<file path="config.mk">
export PLATFORM = sky130hd
export DESIGN_NAME = antenna_delay_search_calibrator
export DESIGN_NICKNAME = d
export VERILOG_FILES = /design/src/adsc_pkg.sv /design/src/antenna_delay_search_calibrator.sv /design/src/adsc_decide.sv
export VERILOG_INCLUDE_DIRS = /design/src /design/src/src
export SDC_FILE = /design/constraint.sdc
export NUM_CORES = 1
export LEC_CHECK = 0
export ABC_CLOCK_PERIOD_IN_PS = 17500
export BUFFER_PORTS_ARGS = -buffer_cell sky130_fd_sc_hd__buf_4
export CAP_MARGIN = 25
export CELL_PAD_IN_SITES_DETAIL_PLACEMENT = 0
export CELL_PAD_IN_SITES_GLOBAL_PLACEMENT = 1
export CORE_UTILIZATION = 52
export CTS_CLUSTER_SIZE = 25
export DETAILED_ROUTE_END_ITERATION = 7
export GPL_TIMING_DRIVEN = 0
export PLACE_DENSITY_LB_ADDON = 0.08
export SYNTH_ARGS = -nofsm -noshare
export SYNTH_HDL_FRONTEND = slang
export SYNTH_SLANG_ARGS = --single-unit
</file>
<file path="constraint.sdc">
create_clock -name clk -period 17.5 [get_ports clk]
set_input_delay 0 -clock clk [delete_from_list [all_inputs] [get_ports clk]]
set_output_delay 0 -clock clk [all_outputs]
set_load 0.005 [all_outputs]
</file>
<file path="src/assert_macros.svh">
// ----------------------------------------------------------------------------
// assert_macros.svh
// shared concurrent assertion macros, clocked on clk and quiet during reset
// ----------------------------------------------------------------------------
`ifndef ASSERT_MACROS_SVH
`define ASSERT_MACROS_SVH

// property must hold at every rising edge outside reset
`define ASSERT_ALWAYS(lbl, prop, msg) \
	lbl: assert property (@(posedge clk) disable iff (!arst_n) (prop)) else $error(msg);

// consequent must hold in the cycle after the trigger
`define ASSERT_NEXT(lbl, trig, cons, msg) \
	lbl: assert property (@(posedge clk) disable iff (!arst_n) (trig) |=> (cons)) else $error(msg);

`endif

</file>
<file path="src/adsc_pkg.sv">
`timescale 1ns / 1ps
`default_nettype none
// ----------------------------------------------------------------------------
// adsc_pkg
// shared types and constants of the antenna delay search calibrator
// ----------------------------------------------------------------------------
package adsc_pkg;

	// field widths
	localparam int RANGE_W  = 16;
	localparam int DELAY_W  = 16;
	localparam int TARGET_W = 15;
	localparam int CFG_IDX_W = 2;

	// default group size
	localparam int SAMPLES_DEF = 10;

	// register reset values
	localparam logic [TARGET_W-1:0] TARGET_RST = 15'd1000;
	localparam logic [DELAY_W-1:0]  DELAY_RST  = 16'd16600;
	localparam logic [DELAY_W-1:0]  STEP_RST   = 16'd100;

	// smallest step that keeps the search going
	localparam logic [DELAY_W-1:0]  STEP_MIN   = 16'd3;

	// register indexes
	localparam logic [CFG_IDX_W-1:0] REG_TARGET = 2'd0;
	localparam logic [CFG_IDX_W-1:0] REG_DELAY  = 2'd1;
	localparam logic [CFG_IDX_W-1:0] REG_STEP   = 2'd2;

	// sign of the last group error
	typedef enum logic [1:0] {
		SIGN_NONE = 2'd0,
		SIGN_POS  = 2'd1,
		SIGN_NEG  = 2'd2
	} sign_t;

	// outcome of one group end
	typedef struct packed {
		logic               finish;
		logic [DELAY_W-1:0] delay;
		logic [DELAY_W-1:0] step;
		sign_t              sign;
	} decision_t;

endpackage
`default_nettype wire

</file>
<file path="src/antenna_delay_search_calibrator.sv">
// result path: the sample closing its group is registered in the input stage, then its result in the result register
// throughput: one range sample per cycle; a group-closing sample waits only while
// the previous result is still held back by the receiver
// a final result closes the search; later samples are taken and dropped
// reset: registers return to 1000 / 16600 / 100, search restarts, no clearing pass
// writing start_delay or start_step restarts the search from the register values
`timescale 1ns / 1ps
`default_nettype none
// ----------------------------------------------------------------------------
// antenna_delay_search_calibrator
// step-halving search for the antenna delay over groups of range samples
// ----------------------------------------------------------------------------
`include "assert_macros.svh"
module antenna_delay_search_calibrator #(
	parameter int SAMPLES = adsc_pkg::SAMPLES_DEF
) (
	input  wire logic                               clk,
	input  wire logic                               arst_n,
	// configuration write
	input  wire logic                               cfg_valid,
	output logic                                    cfg_ready,
	input  wire logic [adsc_pkg::CFG_IDX_W-1:0]     cfg_index,
	input  wire logic [adsc_pkg::DELAY_W-1:0]       cfg_data,
	// range samples
	input  wire logic                               range_valid,
	output logic                                    range_stall,
	input  wire logic signed [adsc_pkg::RANGE_W-1:0] range_mm,
	// results
	output logic                                    result_valid,
	input  wire logic                               result_stall,
	output logic [adsc_pkg::DELAY_W-1:0]            antenna_delay,
	output logic                                    done_res
);

	localparam int SUM_W = adsc_pkg::RANGE_W + $clog2(SAMPLES);
	localparam int CNT_W = (SAMPLES > 1) ? $clog2(SAMPLES) : 1;
	localparam logic [CNT_W-1:0] CNT_LAST = CNT_W'(SAMPLES - 1);

	// configuration registers
	logic signed [SUM_W-1:0]          goal_q;
	logic [adsc_pkg::DELAY_W-1:0]     start_delay_q;
	logic [adsc_pkg::DELAY_W-1:0]     start_step_q;

	// search state
	logic signed [SUM_W-1:0]          sum_q;
	logic [CNT_W-1:0]                 cnt_q;
	logic [adsc_pkg::DELAY_W-1:0]     delay_q;
	logic [adsc_pkg::DELAY_W-1:0]     step_q;
	adsc_pkg::sign_t                  sign_q;
	logic                             finished_q;

	// input stage
	logic                             valid_s1;
	logic signed [adsc_pkg::RANGE_W-1:0] range_s1;

	// result register
	logic                             result_valid_q;
	logic [adsc_pkg::DELAY_W-1:0]     antenna_delay_q;
	logic                             done_q;

	logic                             cfg_write;
	logic                             restart;
	logic                             range_accept;
	logic                             group_end;
	logic                             emits;
	logic                             out_free;
	logic                             fire_s1;
	logic                             res_load;
	logic signed [SUM_W-1:0]          sum_next;
	adsc_pkg::decision_t              dec;

	// configuration handshake, always ready
	assign cfg_ready = 1'b1;
	assign cfg_write = cfg_valid && cfg_ready;
	assign restart   = cfg_write &&
		((cfg_index == adsc_pkg::REG_DELAY) || (cfg_index == adsc_pkg::REG_STEP));

	// stage control
	assign sum_next  = sum_q + SUM_W'(range_s1);
	assign group_end = (cnt_q == CNT_LAST);
	assign emits     = !finished_q && group_end;
	assign out_free  = !result_valid_q || !result_stall;
	assign fire_s1   = valid_s1 && (!emits || out_free);
	assign res_load  = fire_s1 && emits;
	assign range_stall  = valid_s1 && !fire_s1;
	assign range_accept = range_valid && !range_stall;

	adsc_decide #(
		.SUM_W(SUM_W)
	) u_decide (
		.sum       (sum_next),
		.goal      (goal_q),
		.delay     (delay_q),
		.step      (step_q),
		.prev_sign (sign_q),
		.dec       (dec)
	);

	// configuration registers; goal holds the target scaled by the group size
	always_ff @(posedge clk or negedge arst_n) begin
		if (!arst_n) begin
			goal_q        <= SUM_W'(SAMPLES) * SUM_W'(adsc_pkg::TARGET_RST);
			start_delay_q <= adsc_pkg::DELAY_RST;
			start_step_q  <= adsc_pkg::STEP_RST;
		end else if (cfg_write) begin
			case (cfg_index)
				adsc_pkg::REG_TARGET: goal_q <= SUM_W'(SAMPLES) *
					SUM_W'(cfg_data[adsc_pkg::TARGET_W-1:0]);
				adsc_pkg::REG_DELAY:  start_delay_q <= cfg_data;
				adsc_pkg::REG_STEP:   start_step_q  <= cfg_data;
				default: ;
			endcase
		end
	end

	// search state update
	always_ff @(posedge clk or negedge arst_n) begin
		if (!arst_n) begin
			sum_q      <= '0;
			cnt_q      <= '0;
			delay_q    <= adsc_pkg::DELAY_RST;
			step_q     <= adsc_pkg::STEP_RST;
			sign_q     <= adsc_pkg::SIGN_NONE;
			finished_q <= 1'b0;
		end else if (restart) begin
			sum_q      <= '0;
			cnt_q      <= '0;
			sign_q     <= adsc_pkg::SIGN_NONE;
			finished_q <= 1'b0;
			if (cfg_index == adsc_pkg::REG_DELAY) begin
				delay_q <= cfg_data;
				step_q  <= start_step_q;
			end else begin
				delay_q <= start_delay_q;
				step_q  <= cfg_data;
			end
		end else if (fire_s1 && !finished_q) begin
			if (group_end) begin
				sum_q <= '0;
				cnt_q <= '0;
				if (dec.finish) begin
					finished_q <= 1'b1;
				end else begin
					delay_q <= dec.delay;
					step_q  <= dec.step;
					sign_q  <= dec.sign;
				end
			end else begin
				sum_q <= sum_next;
				cnt_q <= cnt_q + CNT_W'(1);
			end
		end
	end

	// input stage valid
	always_ff @(posedge clk or negedge arst_n) begin
		if (!arst_n) begin
			valid_s1 <= 1'b0;
		end else if (range_accept) begin
			valid_s1 <= 1'b1;
		end else if (fire_s1) begin
			valid_s1 <= 1'b0;
		end
	end

	// input stage payload
	always_ff @(posedge clk) begin
		if (range_accept) begin
			range_s1 <= range_mm;
		end
	end

	// result register valid
	always_ff @(posedge clk or negedge arst_n) begin
		if (!arst_n) begin
			result_valid_q <= 1'b0;
		end else if (res_load) begin
			result_valid_q <= 1'b1;
		end else if (!result_stall) begin
			result_valid_q <= 1'b0;
		end
	end

	// result register payload
	always_ff @(posedge clk) begin
		if (res_load) begin
			antenna_delay_q <= dec.delay;
			done_q          <= dec.finish;
		end
	end

	assign result_valid  = result_valid_q;
	assign antenna_delay = antenna_delay_q;
	assign done_res      = done_q;

	// checks
	`ASSERT_ALWAYS(a_cnt_range, cnt_q <= CNT_LAST, "sample count passed the group size")
	`ASSERT_NEXT(a_finish_sets, res_load && dec.finish && !restart, finished_q, "no finish after final")
	`ASSERT_NEXT(a_step_no_grow, !restart, step_q <= $past(step_q), "search step grew without restart")
	`ASSERT_NEXT(a_done_final, res_load && !dec.finish && !restart, !finished_q, "trial set finish")

endmodule
`default_nettype wire

</file>
<file path="src/adsc_decide.sv">
`timescale 1ns / 1ps
`default_nettype none
// ----------------------------------------------------------------------------
// adsc_decide
// group end decision: finish check, error sign, step halving, delay update
// ----------------------------------------------------------------------------
module adsc_decide #(
	parameter int SUM_W = 20
) (
	input  wire logic signed [SUM_W-1:0]          sum,
	input  wire logic signed [SUM_W-1:0]          goal,
	input  wire logic [adsc_pkg::DELAY_W-1:0]     delay,
	input  wire logic [adsc_pkg::DELAY_W-1:0]     step,
	input  wire adsc_pkg::sign_t                  prev_sign,
	output adsc_pkg::decision_t                   dec
);

	adsc_pkg::sign_t              sign;
	logic                         halve;
	logic [adsc_pkg::DELAY_W-1:0] step_new;

	// sign of the summed error against the scaled target
	always_comb begin
		if (sum > goal) begin
			sign = adsc_pkg::SIGN_POS;
		end else if (sum < goal) begin
			sign = adsc_pkg::SIGN_NEG;
		end else begin
			sign = adsc_pkg::SIGN_NONE;
		end
	end

	// halve the step on a strict sign reversal
	assign halve = ((sign == adsc_pkg::SIGN_POS) && (prev_sign == adsc_pkg::SIGN_NEG)) ||
		((sign == adsc_pkg::SIGN_NEG) && (prev_sign == adsc_pkg::SIGN_POS));
	assign step_new = halve ? (step >> 1) : step;

	// delay holds on finish, else moves up on a positive error, down otherwise, wrapping
	always_comb begin
		dec.finish = (step < adsc_pkg::STEP_MIN);
		dec.step   = step_new;
		dec.sign   = sign;
		if (dec.finish) begin
			dec.delay = delay;
		end else if (sign == adsc_pkg::SIGN_POS) begin
			dec.delay = delay + step_new;
		end else begin
			dec.delay = delay - step_new;
		end
	end

endmodule
`default_nettype wire

</file>
==> Word level (Yosys, flattened, before mapping) <==
Index checks and enable logic that the tools add are counted.
{ "op_classes": {"add_sub_neg": 4, "mul": 1, "order_cmp": 3, "n_eq_ne": 9, "muxes": 33, "reduce_logical": 28} }
{ "op_table": {"columns": ["cell", "count"], "rows": [
  ["$mux W16", 13],
  ["$mux W20", 3],
  ["$add A20 B16 Y20", 1],
  ["$gt A20 B20 Y1", 1],
  ["$lt A20 B20 Y1", 1],
  ["$mul A3 B15 Y18 const A", 1],
  ["$add A16 B16 Y16", 1],
  ["$lt A16 B2 Y1 const B", 1],
  ["$sub A16 B16 Y16", 1],
  ["$mux W2", 6],
  ["$mux W4", 3],
  ["$logic_and A1 B1 Y1", 9],
  ["$mux W1", 8],
  ["$reduce_bool A2 Y1", 4],
  ["$eq A2 B1 Y1 const B", 3],
  ["$eq A2 B2 Y1 const B", 3],
  ["$logic_not A1 Y1", 6],
  ["$reduce_and A3 Y1", 2],
  ["$add A4 B1 Y4 const B", 1],
  ["$eq A4 B4 Y1 const B", 1],
  ["$logic_or A1 B1 Y1", 4],
  ["$reduce_and A2 Y1", 2],
  ["$logic_not A2 Y1", 1],
  ["$ne A2 B1 Y1 const B", 1],
  ["$ne A2 B2 Y1 const B", 1]
]} }
{ "word_totals": {"ff_bits": 144, "in_bits": 39, "out_inout_bits": 20, "elab_cells": 92} }

==> Longest topological paths before layout <==
{ "logic_depth": {"depth_word": 15, "ltp_mapped": 38, "ltp_nobuf": 35} }

==> By module <==
From an unflattened synthesis, not the netlist that was laid out.
{ "hier_totals": {"hier_cells": 1033, "area_unflattened_um2": 9929.5} }
{ "modules_own_cells": {"columns": ["mod", "n_inst", "cells_per_inst", "area_per_inst_um2", "seq_area_each_um2"], "rows": [
  ["antenna_delay_search_calibrator", 1, 693, 7532.2, 3794.9],
  ["adsc_decide", 1, 340, 2397.3, 0.0]
]} }

==> Worst setup path before layout <==
Ideal clock, no wire load.
{ "synth_timing": {"kind": "register -> register", "from": "register sum_q[0]", "to": "register delay_q[15] (netlist bit)", "setup_time_ns": 0.134, "arrival_time_ns": 7.270, "required_time_ns": 17.366, "setup_slack_ns": 10.096, "path_stages_with_launch": 38, "path_buffers": 2, "synth_period_minus_slack_ns": 7.404, "path_cell_list": "dfrtp_1 ha_1 fa_1 a21o_1 a21oi_1 o21bai_1 a21oi_1 o21bai_1 a21oi_1 o21bai_1 a21oi_1 xnor2_1 ha_1 nand4_1 a211oi_1 o31ai_1 a31oi_1 a211oi_1 (+2 left out) buf_2 mux2i_1 ha_1 clkbuf_1 inv_1 o311ai_0 a21oi_1 a31oi_1 ha_1 o21a_1 nor2_1 a211o_1 a31oi_1 a31oi_1 o21a_1 nor4bb_1 a2111oi_1 nand2_1"} }
{ "synth_between": {"elab_chain_cells": 15, "elab_cells_between_ends": 19, "cone_classes": "add/sub (3); order compare (2); eq/ne (2); mux (9); reduce/logical (3)"} }
{ "synth_lines": {"columns": ["element", "line_no", "rtl"], "rows": [
  ["start: declaration", "antenna_delay_search_calibrator.sv:45", "logic signed [SUM_W-1:0] sum_q;"],
  ["start signal: assignment", "antenna_delay_search_calibrator.sv:149", "sum_q <= sum_next;"],
  ["$add A20 B16 Y20 *", "antenna_delay_search_calibrator.sv:79", "assign sum_next = sum_q + SUM_W'(range_s1);"],
  ["$lt A20 B20 Y1", "adsc_decide.sv:26", "end else if (sum < goal) begin"],
  ["$mux W2", "adsc_decide.sv:26", null],
  ["$mux W2 *", "adsc_decide.sv:24", "if (sum > goal) begin"],
  ["$eq A2 B1 Y1 or $eq A2 B2 Y1 (tied branches)", "adsc_decide.sv:34, adsc_decide.sv:45, adsc_decide.sv:35", null],
  ["$logic_and A1 B1 Y1, on equally long branches", "adsc_decide.sv:34, adsc_decide.sv:35", null],
  ["$logic_or A1 B1 Y1", "adsc_decide.sv:34", "assign halve = ((sign == adsc_pkg::SIGN_POS) && (prev_sign == adsc_pkg::SIGN_NEG)) ||"],
  ["$mux W16", "adsc_decide.sv:36", "assign step_new = halve ? (step >> 1) : step;"],
  ["$sub A16 B16 Y16 or $add A16 B16 Y16 (tied branches)", "adsc_decide.sv:48, adsc_decide.sv:46", null],
  ["$mux W16 *", "adsc_decide.sv:45", "end else if (sign == adsc_pkg::SIGN_POS) begin"],
  ["$mux W16 *", "adsc_decide.sv:43", "if (dec.finish) begin"],
  ["$mux W16 *", "antenna_delay_search_calibrator.sv:141", "if (dec.finish) begin"],
  ["$mux W16 *", "antenna_delay_search_calibrator.sv:138", "if (group_end) begin"],
  ["$mux W16 *", "antenna_delay_search_calibrator.sv:137", "end else if (fire_s1 && !finished_q) begin"],
  ["$mux W16 *", "antenna_delay_search_calibrator.sv:125", "end else if (restart) begin"],
  ["end signal: assignment", "antenna_delay_search_calibrator.sv:131", "delay_q <= cfg_data;"],
  ["end signal: assignment", "antenna_delay_search_calibrator.sv:134", "delay_q <= start_delay_q;"],
  ["end signal: assignment", "antenna_delay_search_calibrator.sv:144", "delay_q <= dec.delay;"],
  ["end: declaration", "antenna_delay_search_calibrator.sv:47", "logic [adsc_pkg::DELAY_W-1:0] delay_q;"]
]} }
Every way passes the cells marked *; elsewhere a longest branch is shown, timed or not. The select of a mux whose other input is x is not followed.
A chain may end at the register's enable or synchronous reset.

==> qor.csv <==
stage,metric,value,unit
outcome,status,finished with violations,
outcome,failing checks,DRC,
yosys,main combinational cell family by area after synthesis,compound AO/OA/AOI/OAI gates,
yosys,"Top FF cell, synth",dfrtp_1,
timing,Clock Skew,0.00882,ns
routing,first drt pass iteration count,7,
clock_tree,"Reg clk slew, reported paths",0.07,ns
clock_tree,clk root buf,clkbuf_16,
timing,Least-Margin Pin Slew,0.925,ns
yosys,Yosys reg bits,144,
global_routing,first-pass GRT wire length,40.3,mm
clock_tree,CTS tree,yes,
cells_and_area,layout cell share with drive strength beyond 1,15.5,%
cells_and_area,area taken by flip-flops and latches,3790,um^2
global_routing,initial antenna violation count,0,
setup_path,CP peak stage delay,0.62,ns
yosys,top-count cell post-synth,nand2_1,
yosys,largest cells by area after synthesis,"dfrtp_1, ha_1, edfxtp_1",
yosys,Cells after Synth,1000,
global_routing,overall routing resource usage,27.2,%
timing,Final Critical Period,9.27,ns
setup_path,Worst EP arrival,9.51,ns
yosys,Post-Syn Area per Cell,9.65,um^2
cells_and_area,fillers,1522,
routing,final wirelength,25.0,mm
routing,vias per inst,5.88,
timing,final max-slew violation count,0,
yosys,syn_nets,1127,
floorplanning,die width,138,um
routing,DR iter-0 viols,558,
setup_path,crit path max-delay cell type,a211oi_1,
timing,Final WS setup,8.23,ns
setup_path,CP Class,flip-flop to flip-flop,
floorplanning,die area,19100,um^2
timing,unrepaired setup endpoints after global routing,no,
cells_and_area,Layout area overhead,17.7,%
clock_tree,H-tree Lvls,4,
min_path,Hold Path Class,input port to flip-flop,
global_routing,grt total ovfl,0,
yosys,yosys warns,0,
power,Static Leak,0.00501,uW
yosys,most frequent cells after synthesis,"nand2_1, dfrtp_1, ha_1",
yosys,Synth async-reset ratio,77.1,%
floorplanning,I/O Pins,59,
floorplanning,Die H,138,um
timing,final hold vios,0,
setup_path,CP dominant cell by count,a21oi_1,
yosys,Cell variety after synth,77,
power,PD cells,182,nW/um^2
cells_and_area,Final Cell Area,11400,um^2
setup_path,Worst Setup Start Kind,flip-flop,
clock_tree,Bufs on Longest Clock Path,2,
placement,Post-DP Area,10400,um^2
power,Worst VDD drop,82.5,uV
timing,relative slew slack,38.1,%
yosys,mux cell area share after synthesis,7.13,%
clock_tree,post-cts repair resize count,0,
yosys,largest area contributor in the netlist,dfrtp_1,
timing,fin crit share,53.0,%
timing,final setup fails,0,
cells_and_area,Antenna Cells,0,
placement,pre-CTS worst setup slack,8.43,ns
setup_path,critical path endpoint category,flip-flop,
yosys,Synth Area in Compound Gates,20.4,%
placement,Post-DP HPWL,18.4,mm
setup_path,Crit Path Max Fanout,10,
routing,# DRC,12,
floorplanning,row count,49,
timing,Setup TNS,0,ns
yosys,xor/xnor share of the synthesized area,4.50,%
setup_path,required time of the worst setup path,17.74,ns
timing,f_max,0.108,GHz
routing,Routed WL per cell,18.5,um
yosys,Synth Area in Simple Gates,13.0,%
cells_and_area,Final #Nets,1239,
placement,port bufs,57,
floorplanning,core area,18100,um^2
yosys,Synth Cell Area,9650,um^2
global_routing,vias in the first global route,7398,
placement,gpl congestion,0.917,
global_routing,largest net degree at the start of global routing,65,
clock_tree,TritonCTS buffer count,17,
clock_tree,hold_buf cts,34,
routing,"antenna viol nets, final",0,
routing,DR vias,7968,
cells_and_area,multi-input logic area,5470,um^2
clock_tree,clock latency at the later pin of the worst-skew pair,0.43,ns
yosys,number of synthesized flops with an enable pin,33,
clock_tree,Clock Sinks,144,
yosys,"Seq/Total Area, Yosys",39.3,%
yosys,adder-cell share of the synthesized area,11.6,%
flow_run,Max-cap violations,0,
clock_tree,setup bufs post-CTS,0,
floorplanning,initial core utilization,53.4,%
yosys,share of the synthesized area in the top cell type,23.3,%
flip-flops by register name, indices dropped and copies added (netlist names), 16 cells and up:
register,count
start_step_q,16
range_s1,16
antenna_delay,16
sum_q,20
start_delay_q,16
step_q,16
delay_q,16
goal_q,18
critical path: cells and delay by family, from the launching register on:
kind	cells	cell delay [ns]
muxes	1	0.34
AOI/OAI and AO/OA	24	5.46
adders and majority gates	5	1.49
and+or+nand+nor	3	0.38
DFF	1	0.40
buffers and inverters	3	0.82
xor gates and xnor gates	1	0.18
where the power goes:
| group | leakage (uW) | switching (uW) | internal (uW) |
|---|---|---|---|
| Sequential | 0.00163 | 47.2 | 455 |
| Clock | 0.000297 | 155 | 224 |
| Combinational | 0.00309 | 689 | 493 |
final timing paths:
path                       cells past startpoint          from  slack (ns)           endpoint
max in group asynchronous                      3        arst_n       16.68   start_delay_q[3]
max                                           37      sum_q[0]        8.23  antenna_delay[15]
max reg2reg                                   37      sum_q[0]        8.23  antenna_delay[15]
min in group asynchronous                      2        arst_n        0.07         delay_q[9]
min reg2reg                                    2     goal_q[9]        0.48          goal_q[9]
min                                            3  cfg_data[14]        0.06   start_step_q[14]
layer usage:
layer	up-vias	GRT usage, %	routed length [um]
li1	3903	-	-
met1	3805	42.1	12600
met2	228	39.4	10700
met3	32	3.57	1330
met4	0	8.10	380
met5	-	0	0
layout by cell type, fill, tap and decap left out, drive strengths merged, types with 4 or more instances in the layout:
cell type / n
edfxtp: 33
and3: 4
nor2b: 18
dlygate4sd3: 34
nand2: 99
nand3: 18
a22o: 18
dfstp: 21
a31oi: 26
nor2: 68
dfrtp: 90
o31ai: 5
xor2: 14
mux2i: 26
o311ai: 12
o21a: 4
a21oi: 69
or3: 9
nand2b: 5
o21bai: 14
a31o: 6
o211ai: 11
xnor2: 33
ha: 85
a211oi: 25
o21ai: 48
mux2: 38
a211o: 5
nor3: 21
clkbuf: 62
inv: 50
and2: 5
buf: 72
a21o: 18
per-stage QoR:
| stage | utilization, % | hold slack (ns) | instances | power (uW) |
|---|---|---|---|---|
| after floorplan | - | -0.296 | 1000 | 1390 |
| after global placement | 57.3 | 0.178 | 1286 | 1650 |
| after detailed placement | 57.5 | -0.0233 | 1288 | 1660 |
| after CTS | 62.8 | 0.0469 | 1354 | 2060 |
| after global routing | 62.8 | 0.0896 | 1354 | 2230 |
| final | 62.8 | 0.0582 | 1354 | 2060 |
cell families after synthesis:
logic type | after synthesis
xor gates and xnor gates | 48
muxes | 64
AOI/OAI and AO/OA | 288
other | 1
buffers and inverters | 99
adders and majority gates | 88
DFF | 144
and+or+nand+nor | 268
final cells by class:
type                    instances  area share (%)
well taps                     229            2.52
clock inverters                11           0.991
inverters                      45            1.49
flip-flops and latches        144            33.4
plain buffers                  54            1.93
multi-input cells             757            48.2
repair buffers                 93            7.08
clock buffers                  21            4.44
No activity file was read; power rests on OpenSTA's default activity.
